--- src/rtl/shamd_pkg.sv ---
`default_nettype none

package shamd_pkg;

  // schedule store geometry
  localparam int SchedDepth = 16;
  localparam int SchedAw    = $clog2(SchedDepth);
  localparam int CntW       = 7;

  // sequencer counts inside one compression
  localparam logic [CntW-1:0] CNT_INIT        = CntW'(0);
  localparam logic [CntW-1:0] CNT_FIRST_ROUND = CntW'(3);
  localparam logic [CntW-1:0] CNT_SCHED_CALC  = CntW'(18);
  localparam logic [CntW-1:0] CNT_SCHED_END   = CntW'(65);
  localparam logic [CntW-1:0] CNT_LAST        = CntW'(66);
  localparam logic [CntW-1:0] CNT_SCHED_OFS   = CntW'(2);

  // padding
  localparam logic [7:0] PAD_BYTE  = 8'h80;
  localparam logic [5:0] LEN_SLOT  = 6'd56;
  localparam logic [5:0] FILL_LAST = 6'd63;
  localparam logic [2:0] POS_LAST  = 3'd7;

  typedef enum logic [2:0] {
    ST_IDLE,
    ST_RUN,
    ST_FOLD,
    ST_PAD,
    ST_OUT
  } state_t;

  // control from the sequencer to the round datapath
  typedef struct packed {
    logic       init;
    logic       step;
    logic       fold;
    logic       restore;
    logic [5:0] k_idx;
  } rnd_ctl_t;

  // word write from the byte packer into the schedule store
  typedef struct packed {
    logic               we;
    logic [SchedAw-1:0] addr;
    logic [31:0]        data;
  } ld_wr_t;

  localparam logic [31:0] K_TAB [64] = '{
    32'h428a2f98, 32'h71374491, 32'hb5c0fbcf, 32'he9b5dba5,
    32'h3956c25b, 32'h59f111f1, 32'h923f82a4, 32'hab1c5ed5,
    32'hd807aa98, 32'h12835b01, 32'h243185be, 32'h550c7dc3,
    32'h72be5d74, 32'h80deb1fe, 32'h9bdc06a7, 32'hc19bf174,
    32'he49b69c1, 32'hefbe4786, 32'h0fc19dc6, 32'h240ca1cc,
    32'h2de92c6f, 32'h4a7484aa, 32'h5cb0a9dc, 32'h76f988da,
    32'h983e5152, 32'ha831c66d, 32'hb00327c8, 32'hbf597fc7,
    32'hc6e00bf3, 32'hd5a79147, 32'h06ca6351, 32'h14292967,
    32'h27b70a85, 32'h2e1b2138, 32'h4d2c6dfc, 32'h53380d13,
    32'h650a7354, 32'h766a0abb, 32'h81c2c92e, 32'h92722c85,
    32'ha2bfe8a1, 32'ha81a664b, 32'hc24b8b70, 32'hc76c51a3,
    32'hd192e819, 32'hd6990624, 32'hf40e3585, 32'h106aa070,
    32'h19a4c116, 32'h1e376c08, 32'h2748774c, 32'h34b0bcb5,
    32'h391c0cb3, 32'h4ed8aa4a, 32'h5b9cca4f, 32'h682e6ff3,
    32'h748f82ee, 32'h78a5636f, 32'h84c87814, 32'h8cc70208,
    32'h90befffa, 32'ha4506ceb, 32'hbef9a3f7, 32'hc67178f2
  };

  localparam logic [31:0] IV_TAB [8] = '{
    32'h6a09e667, 32'hbb67ae85, 32'h3c6ef372, 32'ha54ff53a,
    32'h510e527f, 32'h9b05688c, 32'h1f83d9ab, 32'h5be0cd19
  };

  // schedule sigmas
  function automatic logic [31:0] ssig0(input logic [31:0] x);
    return {x[6:0], x[31:7]} ^ {x[17:0], x[31:18]} ^ {3'b000, x[31:3]};
  endfunction

  function automatic logic [31:0] ssig1(input logic [31:0] x);
    return {x[16:0], x[31:17]} ^ {x[18:0], x[31:19]} ^ {10'b0, x[31:10]};
  endfunction

  // round sigmas
  function automatic logic [31:0] bsig0(input logic [31:0] x);
    return {x[1:0], x[31:2]} ^ {x[12:0], x[31:13]} ^ {x[21:0], x[31:22]};
  endfunction

  function automatic logic [31:0] bsig1(input logic [31:0] x);
    return {x[5:0], x[31:6]} ^ {x[10:0], x[31:11]} ^ {x[24:0], x[31:25]};
  endfunction

endpackage

`default_nettype wire

--- src/rtl/shamd_ram.sv ---
`default_nettype none

// one write port, two registered read ports
module shamd_ram #(
  parameter int Depth = 16,
  parameter int Width = 32,
  localparam int Aw = $clog2(Depth)
) (
  input  wire logic             clk,
  input  wire logic             we,
  input  wire logic [Aw-1:0]    waddr,
  input  wire logic [Width-1:0] wdata,
  input  wire logic [Aw-1:0]    raddr_a,
  input  wire logic [Aw-1:0]    raddr_b,
  output logic      [Width-1:0] rdata_a,
  output logic      [Width-1:0] rdata_b
);

  logic [Width-1:0] mem [Depth];

  always_ff @(posedge clk) begin
    if (we) begin
      mem[waddr] <= wdata;
    end
  end

  always_ff @(posedge clk) begin
    rdata_a <= mem[raddr_a];
    rdata_b <= mem[raddr_b];
  end

endmodule

`default_nettype wire

--- src/rtl/shamd_sched.sv ---
`default_nettype none

// Message schedule around the 16-word store. In sequencer count c the
// word W[c-2] is formed; port A delivers W[t-15] and, registered in a_prev,
// W[t-16] (or W[t] in the first sixteen rounds); port B delivers W[t-7].
// The write slot never meets a read slot issued in the same cycle.
module shamd_sched
  import shamd_pkg::*;
(
  input  wire logic            clk,
  input  wire logic [CntW-1:0] cnt,
  input  wire ld_wr_t          ld,
  output logic      [31:0]     w
);

  logic [31:0]        rd_a;
  logic [31:0]        rd_b;
  logic [31:0]        a_prev;
  logic [31:0]        w_prev;
  logic [31:0]        w_calc;
  logic [CntW-1:0]    t_cnt;
  logic               sched_we;
  logic               ram_we;
  logic [SchedAw-1:0] ram_waddr;
  logic [31:0]        ram_wdata;
  logic [SchedAw-1:0] raddr_a;
  logic [SchedAw-1:0] raddr_b;

  assign t_cnt   = cnt - CNT_SCHED_OFS;
  assign raddr_a = cnt[SchedAw-1:0];
  assign raddr_b = cnt[SchedAw-1:0] + SchedAw'(SchedDepth / 2);

  // expanded word; first sixteen come straight from the store
  always_comb begin
    if (cnt < CNT_SCHED_CALC) begin
      w_calc = a_prev;
    end else begin
      w_calc = a_prev + ssig0(rd_a) + rd_b + ssig1(w_prev);
    end
  end

  assign sched_we = (cnt >= CNT_SCHED_CALC) && (cnt <= CNT_SCHED_END);

  // byte packer and schedule never write in the same cycle
  always_comb begin
    if (ld.we) begin
      ram_we    = 1'b1;
      ram_waddr = ld.addr;
      ram_wdata = ld.data;
    end else begin
      ram_we    = sched_we;
      ram_waddr = t_cnt[SchedAw-1:0];
      ram_wdata = w_calc;
    end
  end

  shamd_ram #(
    .Depth (SchedDepth),
    .Width (32)
  ) u_ram (
    .clk     (clk),
    .we      (ram_we),
    .waddr   (ram_waddr),
    .wdata   (ram_wdata),
    .raddr_a (raddr_a),
    .raddr_b (raddr_b),
    .rdata_a (rd_a),
    .rdata_b (rd_b)
  );

  // w feeds the round next cycle; w_prev is W[t-2] for the next calc
  always_ff @(posedge clk) begin
    a_prev <= rd_a;
    w      <= w_calc;
    w_prev <= w;
  end

endmodule

`default_nettype wire

--- src/rtl/shamd_round.sv ---
`default_nettype none

// Working variables a..h, one round per step, and the chaining value.
module shamd_round
  import shamd_pkg::*;
(
  input  wire logic        clk,
  input  wire logic        rst,
  input  wire rnd_ctl_t    ctl,
  input  wire logic [31:0] w,
  input  wire logic [2:0]  sel,
  output logic      [31:0] digest
);

  logic [31:0] r  [8];
  logic [31:0] cv [8];
  logic [31:0] ch;
  logic [31:0] maj;
  logic [31:0] t1;
  logic [31:0] t2;

  always_comb begin
    ch  = (r[4] & r[5]) ^ (~r[4] & r[6]);
    maj = (r[0] & r[1]) ^ (r[0] & r[2]) ^ (r[1] & r[2]);
    t1  = r[7] + bsig1(r[4]) + ch + K_TAB[ctl.k_idx] + w;
    t2  = bsig0(r[0]) + maj;
  end

  // round registers
  always_ff @(posedge clk) begin
    if (ctl.init) begin
      for (int i = 0; i < 8; i++) begin
        r[i] <= cv[i];
      end
    end else if (ctl.step) begin
      r[0] <= t1 + t2;
      r[1] <= r[0];
      r[2] <= r[1];
      r[3] <= r[2];
      r[4] <= r[3] + t1;
      r[5] <= r[4];
      r[6] <= r[5];
      r[7] <= r[6];
    end
  end

  // chaining value
  always_ff @(posedge clk) begin
    if (rst || ctl.restore) begin
      for (int i = 0; i < 8; i++) begin
        cv[i] <= IV_TAB[i];
      end
    end else if (ctl.fold) begin
      for (int i = 0; i < 8; i++) begin
        cv[i] <= cv[i] + r[i];
      end
    end
  end

  assign digest = cv[sel];

endmodule

`default_nettype wire

--- src/rtl/sha256_message_digest_top.sv ---
`default_nettype none
// Bytes: one word per cycle while idle; a completed 64-byte block then holds
// the input through the schedule/round run and the fold.
// End word: padding runs one byte per cycle to the block end, each block
// is compressed, then the eight digest words go out one per accepted cycle.
// Reset (synchronous, rst high): chaining value to the initial hash, length
// and fill cleared; the schedule store keeps its contents and needs no clear.

module sha256_message_digest_top
  import shamd_pkg::*;
(
  input  wire logic        clk,
  input  wire logic        rst,
  input  wire logic        s_tvalid,
  output logic             s_tready,
  input  wire logic [7:0]  s_tdata,   // [7:0] data_byte
  input  wire logic        s_tuser,   // byte_present
  input  wire logic        s_tlast,   // end_of_message
  output logic             m_tvalid,
  input  wire logic        m_tready,
  output logic      [39:0] m_tdata,   // [31:0] digest_word, [34:32] word_position
  output logic             m_tlast    // last_word
);

  state_t          state;
  state_t          state_next;
  logic [CntW-1:0] cnt;
  logic [5:0]      fill;
  logic [63:0]     len_bits;
  logic [31:0]     pack;
  logic            padding;
  logic            pad_first;
  logic            len_ok;
  logic [2:0]      out_idx;

  logic            in_acc;
  logic            out_acc;
  logic            put_en;
  logic [7:0]      put_val;
  logic [7:0]      pad_val;
  logic [7:0]      len_byte;
  logic [31:0]     pack_merged;
  ld_wr_t          ld;
  rnd_ctl_t        ctl;
  logic [31:0]     w;
  logic [31:0]     digest;

  assign in_acc  = s_tvalid && s_tready;
  assign out_acc = m_tvalid && m_tready;

  // byte source: message bytes while idle, pad bytes while padding
  assign len_byte = len_bits[{~fill[2:0], 3'b000} +: 8];

  always_comb begin
    if (pad_first) begin
      pad_val = PAD_BYTE;
    end else if (len_ok && (fill >= LEN_SLOT)) begin
      pad_val = len_byte;
    end else begin
      pad_val = '0;
    end
  end

  assign put_en  = (in_acc && s_tuser) || (state == ST_PAD);
  assign put_val = (state == ST_PAD) ? pad_val : s_tdata;

  // big-endian packing into schedule words
  always_comb begin
    if (fill[1:0] == 2'b00) begin
      pack_merged = {put_val, 24'b0};
    end else begin
      pack_merged = pack | (32'(put_val) << {~fill[1:0], 3'b000});
    end
  end

  assign ld.we   = put_en && (fill[1:0] == 2'b11);
  assign ld.addr = fill[5:2];
  assign ld.data = pack_merged;

  // round control
  assign ctl.init    = (state == ST_RUN) && (cnt == CNT_INIT);
  assign ctl.step    = (state == ST_RUN) && (cnt >= CNT_FIRST_ROUND);
  assign ctl.fold    = (state == ST_FOLD);
  assign ctl.restore = out_acc && (out_idx == POS_LAST);
  assign ctl.k_idx   = 6'(cnt - CNT_FIRST_ROUND);

  // next state
  always_comb begin
    state_next = state;
    unique case (state)
      ST_IDLE: begin
        if (in_acc) begin
          if (s_tuser && (fill == FILL_LAST)) begin
            state_next = ST_RUN;
          end else if (s_tlast) begin
            state_next = ST_PAD;
          end
        end
      end
      ST_RUN: begin
        if (cnt == CNT_LAST) begin
          state_next = ST_FOLD;
        end
      end
      ST_FOLD: begin
        if (!padding) begin
          state_next = ST_IDLE;
        end else if (pad_first || !len_ok) begin
          state_next = ST_PAD;
        end else begin
          state_next = ST_OUT;
        end
      end
      ST_PAD: begin
        if (fill == FILL_LAST) begin
          state_next = ST_RUN;
        end
      end
      ST_OUT: begin
        if (out_acc && (out_idx == POS_LAST)) begin
          state_next = ST_IDLE;
        end
      end
      default: state_next = ST_IDLE;
    endcase
  end

  always_ff @(posedge clk) begin
    if (rst) begin
      state <= ST_IDLE;
    end else begin
      state <= state_next;
    end
  end

  // sequencer and message bookkeeping
  always_ff @(posedge clk) begin
    if (rst) begin
      cnt       <= '0;
      fill      <= '0;
      len_bits  <= '0;
      padding   <= 1'b0;
      pad_first <= 1'b0;
      len_ok    <= 1'b0;
      out_idx   <= '0;
    end else begin
      if ((state == ST_RUN) && (cnt != CNT_LAST)) begin
        cnt <= cnt + CntW'(1);
      end else begin
        cnt <= '0;
      end
      if (put_en) begin
        fill <= fill + 6'd1;
      end
      if (in_acc && s_tuser) begin
        len_bits <= len_bits + 64'd8;
      end
      if (in_acc && s_tlast) begin
        padding   <= 1'b1;
        pad_first <= 1'b1;
        len_ok    <= 1'b0;
      end
      // length goes in this block once the pad byte lands below the length slot
      if (state == ST_PAD) begin
        pad_first <= 1'b0;
        if (pad_first && (fill < LEN_SLOT)) begin
          len_ok <= 1'b1;
        end
      end
      if ((state == ST_FOLD) && padding && !pad_first && !len_ok) begin
        len_ok <= 1'b1;
      end
      if (out_acc) begin
        out_idx <= out_idx + 3'd1;
        if (out_idx == POS_LAST) begin
          padding  <= 1'b0;
          len_bits <= '0;
        end
      end
    end
  end

  // partial word
  always_ff @(posedge clk) begin
    if (put_en) begin
      pack <= pack_merged;
    end
  end

  shamd_sched u_sched (
    .clk (clk),
    .cnt (cnt),
    .ld  (ld),
    .w   (w)
  );

  shamd_round u_round (
    .clk    (clk),
    .rst    (rst),
    .ctl    (ctl),
    .w      (w),
    .sel    (out_idx),
    .digest (digest)
  );

  // ports
  assign s_tready = (state == ST_IDLE);
  assign m_tvalid = (state == ST_OUT);
  assign m_tdata  = {5'b0, out_idx, digest};
  assign m_tlast  = (out_idx == POS_LAST);

endmodule

`default_nettype wire

--- config.mk ---
export PLATFORM = sky130hd
export DESIGN_NAME = sha256_message_digest_top
export DESIGN_NICKNAME = d
export VERILOG_FILES = /design/src/rtl/shamd_pkg.sv /design/src/rtl/shamd_ram.sv /design/src/rtl/shamd_sched.sv /design/src/rtl/shamd_round.sv /design/src/rtl/sha256_message_digest_top.sv
export SDC_FILE = /design/constraint.sdc
export NUM_CORES = 2
export LEC_CHECK = 0
export BUFFER_PORTS_ARGS = -buffer_cell sky130_fd_sc_hd__buf_2
export CORE_ASPECT_RATIO = 0.5
export CORE_MARGIN = 5
export CORE_UTILIZATION = 60
export CTS_CLUSTER_SIZE = 12
export DETAILED_ROUTE_END_ITERATION = 10
export GPL_TIMING_DRIVEN = 1
export PLACE_DENSITY = 0.76
export SYNTH_ARGS = -nofsm -noshare
export SYNTH_HDL_FRONTEND = slang
export SYNTH_HIERARCHICAL = 1
export SYNTH_SLANG_ARGS = --single-unit
--- constraint.sdc ---
create_clock -name clk -period 13.2 [get_ports clk]
set_input_delay 0 -clock clk [delete_from_list [all_inputs] [get_ports clk]]
set_output_delay 0 -clock clk [all_outputs]
set_load 0.01 [all_outputs]
== Word level (Yosys, flattened, before mapping) ==
Memory sizes are Yosys's and may differ from the RTL's. A register that Yosys moved wholly into a read port is not among the register bits.
Index checks and enable logic that the tools add are counted.

* Output and inout port bits: 43
* Memories kept: 4
* Input port bits: 14
* Register bits after elaboration: 214
* Memory bits (read-only): 2048
* Logic and storage cells: 188
* RAM bits: 1024

* Mux-type cells: 59
* Shift-type cells: 2
* Reduce and logical (&&, ||, !) cells: 27
* Equal/unequal tests: 14
* Bitwise gates (word level): 38
* Magnitude comparators: 7
* Add/subtract/negate cells: 25

{| class="wikitable"
|+ Memories
! memory !! words !! width !! rd ports !! clocked after Yosys merged registers in !! wr ports !! RTL line !! source
|-
| (no name shown) || 64 || 32 || 1 || 0 || 0 || shamd_round.sv:25 || <nowiki>t1 = r[7] + bsig1(r[4]) + ch + K_TAB[ctl.k_idx] + w;</nowiki>
|-
| u_sched.u_ram.mem || 16 || 32 || 2 || 2 || 1 || shamd_ram.sv:19 || <nowiki>logic [Width-1:0] mem [Depth];</nowiki>
|-
| u_round.cv || 8 || 32 || 9 || 1 || 8 || shamd_round.sv:16 || <nowiki>logic [31:0] cv [8];</nowiki>
|-
| u_round.r || 8 || 32 || 8 || 0 || 8 || shamd_round.sv:15 || <nowiki>logic [31:0] r [8];</nowiki>
|}

{| class="wikitable"
|+ Operators with widths
! cell !! count
|-
| 32-bit two-way mux || 21
|-
| 32-bit adder || 18
|-
| 32-bit bitwise XOR || 9
|-
| 64-bit two-way mux || 3
|-
| 32-bit bitwise AND || 5
|-
| 64-bit by 4-bit adder with 64-bit output (second input constant) || 1
|-
| 64-bit by 7-bit variable part select with 8-bit output || 1
|-
| 32-bit NOT || 1
|-
| 32-bit bitwise OR || 1
|-
| 8-bit by 5-bit left shift with 32-bit output || 1
|-
| 32-bit by 22-bit bitwise XOR with 32-bit output || 1
|-
| 32-bit by 29-bit bitwise XOR with 32-bit output || 1
|-
| 3-bit two-way mux || 10
|-
| 8-bit two-way mux || 3
|-
| 1-bit two-way mux || 20
|-
| 1-bit logical AND || 16
|-
| 1-bit bitwise OR || 16
|-
| 3-bit one-hot mux with 5 select lines || 1
|-
| 2-bit by 1-bit != test with 1-bit output (second input constant) || 4
|-
| 7-bit by 1-bit adder with 7-bit output (second input constant) || 1
|-
| 7-bit equality test (second input constant) || 1
|-
| 7-bit by 2-bit >= comparator with 1-bit output (second input constant) || 1
|-
| 7-bit by 5-bit >= comparator with 1-bit output (second input constant) || 1
|-
| 7-bit >= comparator (second input constant) || 1
|-
| 28 further kinds || 34
|}

== Longest topological paths before layout ==
* Depth in word-level cells: 9
* Gate-level depth with buffers: 40

== Hierarchy ==
The synthesis kept the hierarchy.

{| class="wikitable"
|+ Modules (own cells, without submodules)
! module !! times used !! cells each !! seq. area each (um^2) !! area an instance (um^2)
|-
| shamd_round || 1 || 4808 || 15374.7 || 45381.0
|-
| shamd_ram || 1 || 1141 || 16656.0 || 24204.5
|-
| shamd_sched || 1 || 785 || 1921.8 || 7279.5
|-
| sha256_message_digest_top || 1 || 669 || 2622.5 || 5988.2
|}

== Least setup slack after synthesis ==
No wires, ideal clock.

* Path kind: register to register
* Start point: register cnt[0]
* End point: memory u_round.r[0][31], data pin
* Cell stages (with the launch flop): 36
* Library setup time: 0.263 ns
* Period minus slack after synthesis: 8.665 ns
* Arrival: 8.402 ns
* Setup slack: 4.535 ns
* Required time: 12.937 ns
* Buffers on the path: 2
* Cells stage by stage: dfxtp_1 inv_1 ha_1 clkbuf_1 inv_1 ha_1 clkbuf_1 inv_1 nand2_1 nand3_1 a21boi_0 mux4_2 fa_1 inv_1 fa_1 inv_1 ha_1 a2111oi_0 o21ai_0 a22o_1 a21o_1 a21o_1 a21o_1 a21oi_1 xnor2_1 fa_1 ha_1 and3_1 and3_1 o211ai_1 nand3_1 o221a_2 a311oi_1 o21ai_1 xnor2_1 o21ai_1

{| class="wikitable"
|+ RTL lines
! what !! RTL line !! source
|-
| from (decl) || sha256_message_digest_top.sv:27 || <nowiki>logic [CntW-1:0] cnt;</nowiki>
|-
| from (signal assigned) || sha256_message_digest_top.sv:148 || <nowiki>cnt <= cnt + CntW'(1);</nowiki>
|-
| to (decl) || shamd_round.sv:15 ||
|}

==> flow_summary.json <==
{
  "setup_viol": 0,
  "first_pass_iters": 6,
  "htreeDepth": 4,
  "syn_inst": 7403,
  "synth_seq_area_share_pct": 44.1,
  "avgRoutedWirePerCell_um": 27.2,
  "fmax_mhz": 89.6,
  "vias": 61900,
  "synth_most_common_cell": "edfxtp_1",
  "routed_wl_um": 253000,
  "synthMuxAreaShare_pct": 11.6,
  "leakagePower_nw": 32.8,
  "final_nets": 7936,
  "synth-simple-area-share_pct": 11.1,
  "cts_buffers": 141,
  "total_power_mw": 25.4,
  "cts_buffer_depth": 4,
  "synth_edf_count": 1056,
  "async_reset_ff_share_pct": 0,
  "yosys.area_share.adder_pct": 11.0,
  "hp-class": "primary input to register",
  "root_buffer": "clkbuf_16",
  "relSlewSlack_pct": 15.1,
  "avgSynthCellArea_um2": 11.2,
  "worstHoldStart": "s_tdata[6]",
  "yosys_warnings": 6,
  "rsz0062_at_grt": "false",
  "overflow": 0,
  "cp_max_fo": 50,
  "start_kind": "register",
  "grt_pass1_wl_um": 377000,
  "drtIter0Drc": 8262,
  "cp_slowest_cell": "dfxtp_4",
  "antenna_found_initial": 8,
  "cts_tree": "done",
  "vdd_ir_drop_max_v": 0.000489,
  "synth_cell_types": 103,
  "grt_usage_pct": 34.1,
  "hold_ws_ps": 45.9,
  "ys_ff_latch": 1299,
  "cts_setup_buffers": 0,
  "crit_type": "register to register",
  "final.setup_skew_ps": 67.9,
  "maxCapViolCount": 0,
  "fin_crit_ps": 11170,
  "r2r_start": "cnt[0]$_SDFF_PP0_",
  "synth.cell_area_um2": 82900,
  "period_share_pct": 84.6,
  "hpwl_um": 175000,
  "crit_path_end_kind": "register",
  "path_clk_slew_ps": 60,
  "final_antenna_net_count": 0,
  "hold_viol": 0,
  "die_y_um": 273,
  "start_util_pct": 60.4,
  "worst_pin_slew_ps": 1260,
  "yosysTopAreaCellShare_pct": 38.3,
  "synth_top_family_by_area": "compound AO/OA/AOI/OAI gates",
  "vias_per_cell": 6.66,
  "core_um2": 137000,
  "drive_gt1_share_pct": 11.8,
  "required_ps": 13670,
  "synth_area_leaders": "edfxtp_1, mux4_2, ha_1",
  "die-area_um2": 146000,
  "clock_sinks": 1299,
  "status": "finished, final reports clean",
  "crit_start": "cnt[0]$_SDFF_PP0_",
  "fp.dieW_um": 536,
  "synth_top_cell_by_area": "edfxtp_1",
  "grt_start_max_net_pins": 182,
  "synth_xor_area_share_pct": 6.19,
  "port_buffers": 51,
  "tns_ps": 0,
  "grt_pass1_vias": 59700,
  "pwr_density_cell_nw_per_um2": 284,
  "syn2layout_area_growth_pct": 7.63,
  "pin_count": 57,
  "synth_flop_cell": "edfxtp_1",
  "drc": 0,
  "routabilityCongestion": 1.04,
  "crit_path_max_incr_delay_ps": 930,
  "worstPathArrival_ps": 11640,
  "final_max_slew_viol_count": 0,
  "clock_latency_ps": 820,
  "synthTopCellsByCount": "edfxtp_1, nand2_1, inv_1",
  "synth_compound_area_share_pct": 12.1,
  "rows": 96
}
[path summary, 6_finish.rpt]
check,endpoint,slack (ps),depth (start not counted)
hold reg to reg,u_sched/w_prev[30]$_DFF_P_,360,0
setup / recovery,u_round/r[0][31]$_DFFE_PP_,2030,34
setup reg to reg,u_round/r[0][31]$_DFFE_PP_,2030,34
hold / removal,pack[14]$_DFFE_PN_,50,5
[layer usage]
metal	share of wire (%)	global-route usage, %
met1	39	47.7
met4	5.1	14.2
met5	0.011	0
met3	12	7.37
met2	44	52.3
[area by class of cell]
type	instances	area [µm²]
Clock inverter	29	188
Clock buffer	210	3910
Timing Repair Buffer	154	1090
Sequential cell	1299	36600
Fill cell	10400	48000
Multi-Input combinational cell	5289	43400
Inverter	446	1670
Tap cell	1862	2330
Antenna cell	3	7.51
[repair_timing]
item	in CTS	in global routing
hold buffers	13	0
endpoints found under the hold margin	43	0
resized for setup	0	0
[through the flow]
| step | worst slack (ps) | instances | instance area, µm² | util, % |
|---|---|---|---|---|
| floorplan | 4540 | 7407 | 82900 | - |
| global placement | 2500 | 9037 | 84900 | 61.9 |
| detailed placement | 2240 | 9037 | 84900 | 61.9 |
| CTS | 2190 | 9289 | 89200 | 65.0 |
| global route | 1320 | 9289 | 89200 | 65.0 |
| finish | 2030 | 9292 | 89200 | 65.0 |
[layout by cell type (no fill, tap or decap), types with 58 or more instances in the layout]
cell type  Yosys  routed
a31oi_1       58      58
mux4_2       341     341
and3_1        58      58
edfxtp_1    1056    1056
a22oi_1      131     131
clkbuf_1     273      62
a21o_1       154     154
nand2_1      930     929
nor2b_1       63      58
ha_1         396     396
a211oi_1      60      59
nand2b_1      75      74
buf_4         25      88
inv_1        444     444
dfxtp_1      243     238
nor2_1       426     411
clkbuf_16      0     146
o21ai_0      333     333
fa_1         195     195
xnor2_1      376     375
nand3_1      115     115
a21oi_1      401     401
nor3_1        93      89
xor2_1       210     207
mux2_2       124     124
o31ai_1       60      60
[sequential cells by signal, summed over array words and instances, names as in the netlist]
register               count
cnt                        7
fill                       6
len_bits                  61
len_ok                     1
out_idx                    3
pack                      32
pad_first                  1
padding                    1
state                      3
u_round/cv               256
u_round/r                256
u_sched/a_prev            32
u_sched/u_ram/mem        512
u_sched/u_ram/rdata_a     32
u_sched/u_ram/rdata_b     32
u_sched/w                 32
u_sched/w_prev            32
[report_power, final]
part	internal, mW	switching, mW
clock network	2.08	1.65
registers	4.88	0.400
logic	6.77	9.59
[critical path: cells and delay by family (launching register included)]
kind | cells | cell delay (ps)
buf+inv | 4 | 1360
simple gates | 6 | 1220
fa+ha+maj | 7 | 3330
compound gates | 14 | 3210
flops | 1 | 930
xor+xnor | 2 | 370
mux | 1 | 440
[logic make-up after synthesis]
family,Yosys count
adders and majority gates,613
other,1
xor gates and xnor gates,586
and+or+nand+nor,2017
muxes,519
AOI/OAI and AO/OA,1549
buffers and inverters,819
DFF,1299
No activity file was read; power rests on OpenSTA's default activity.
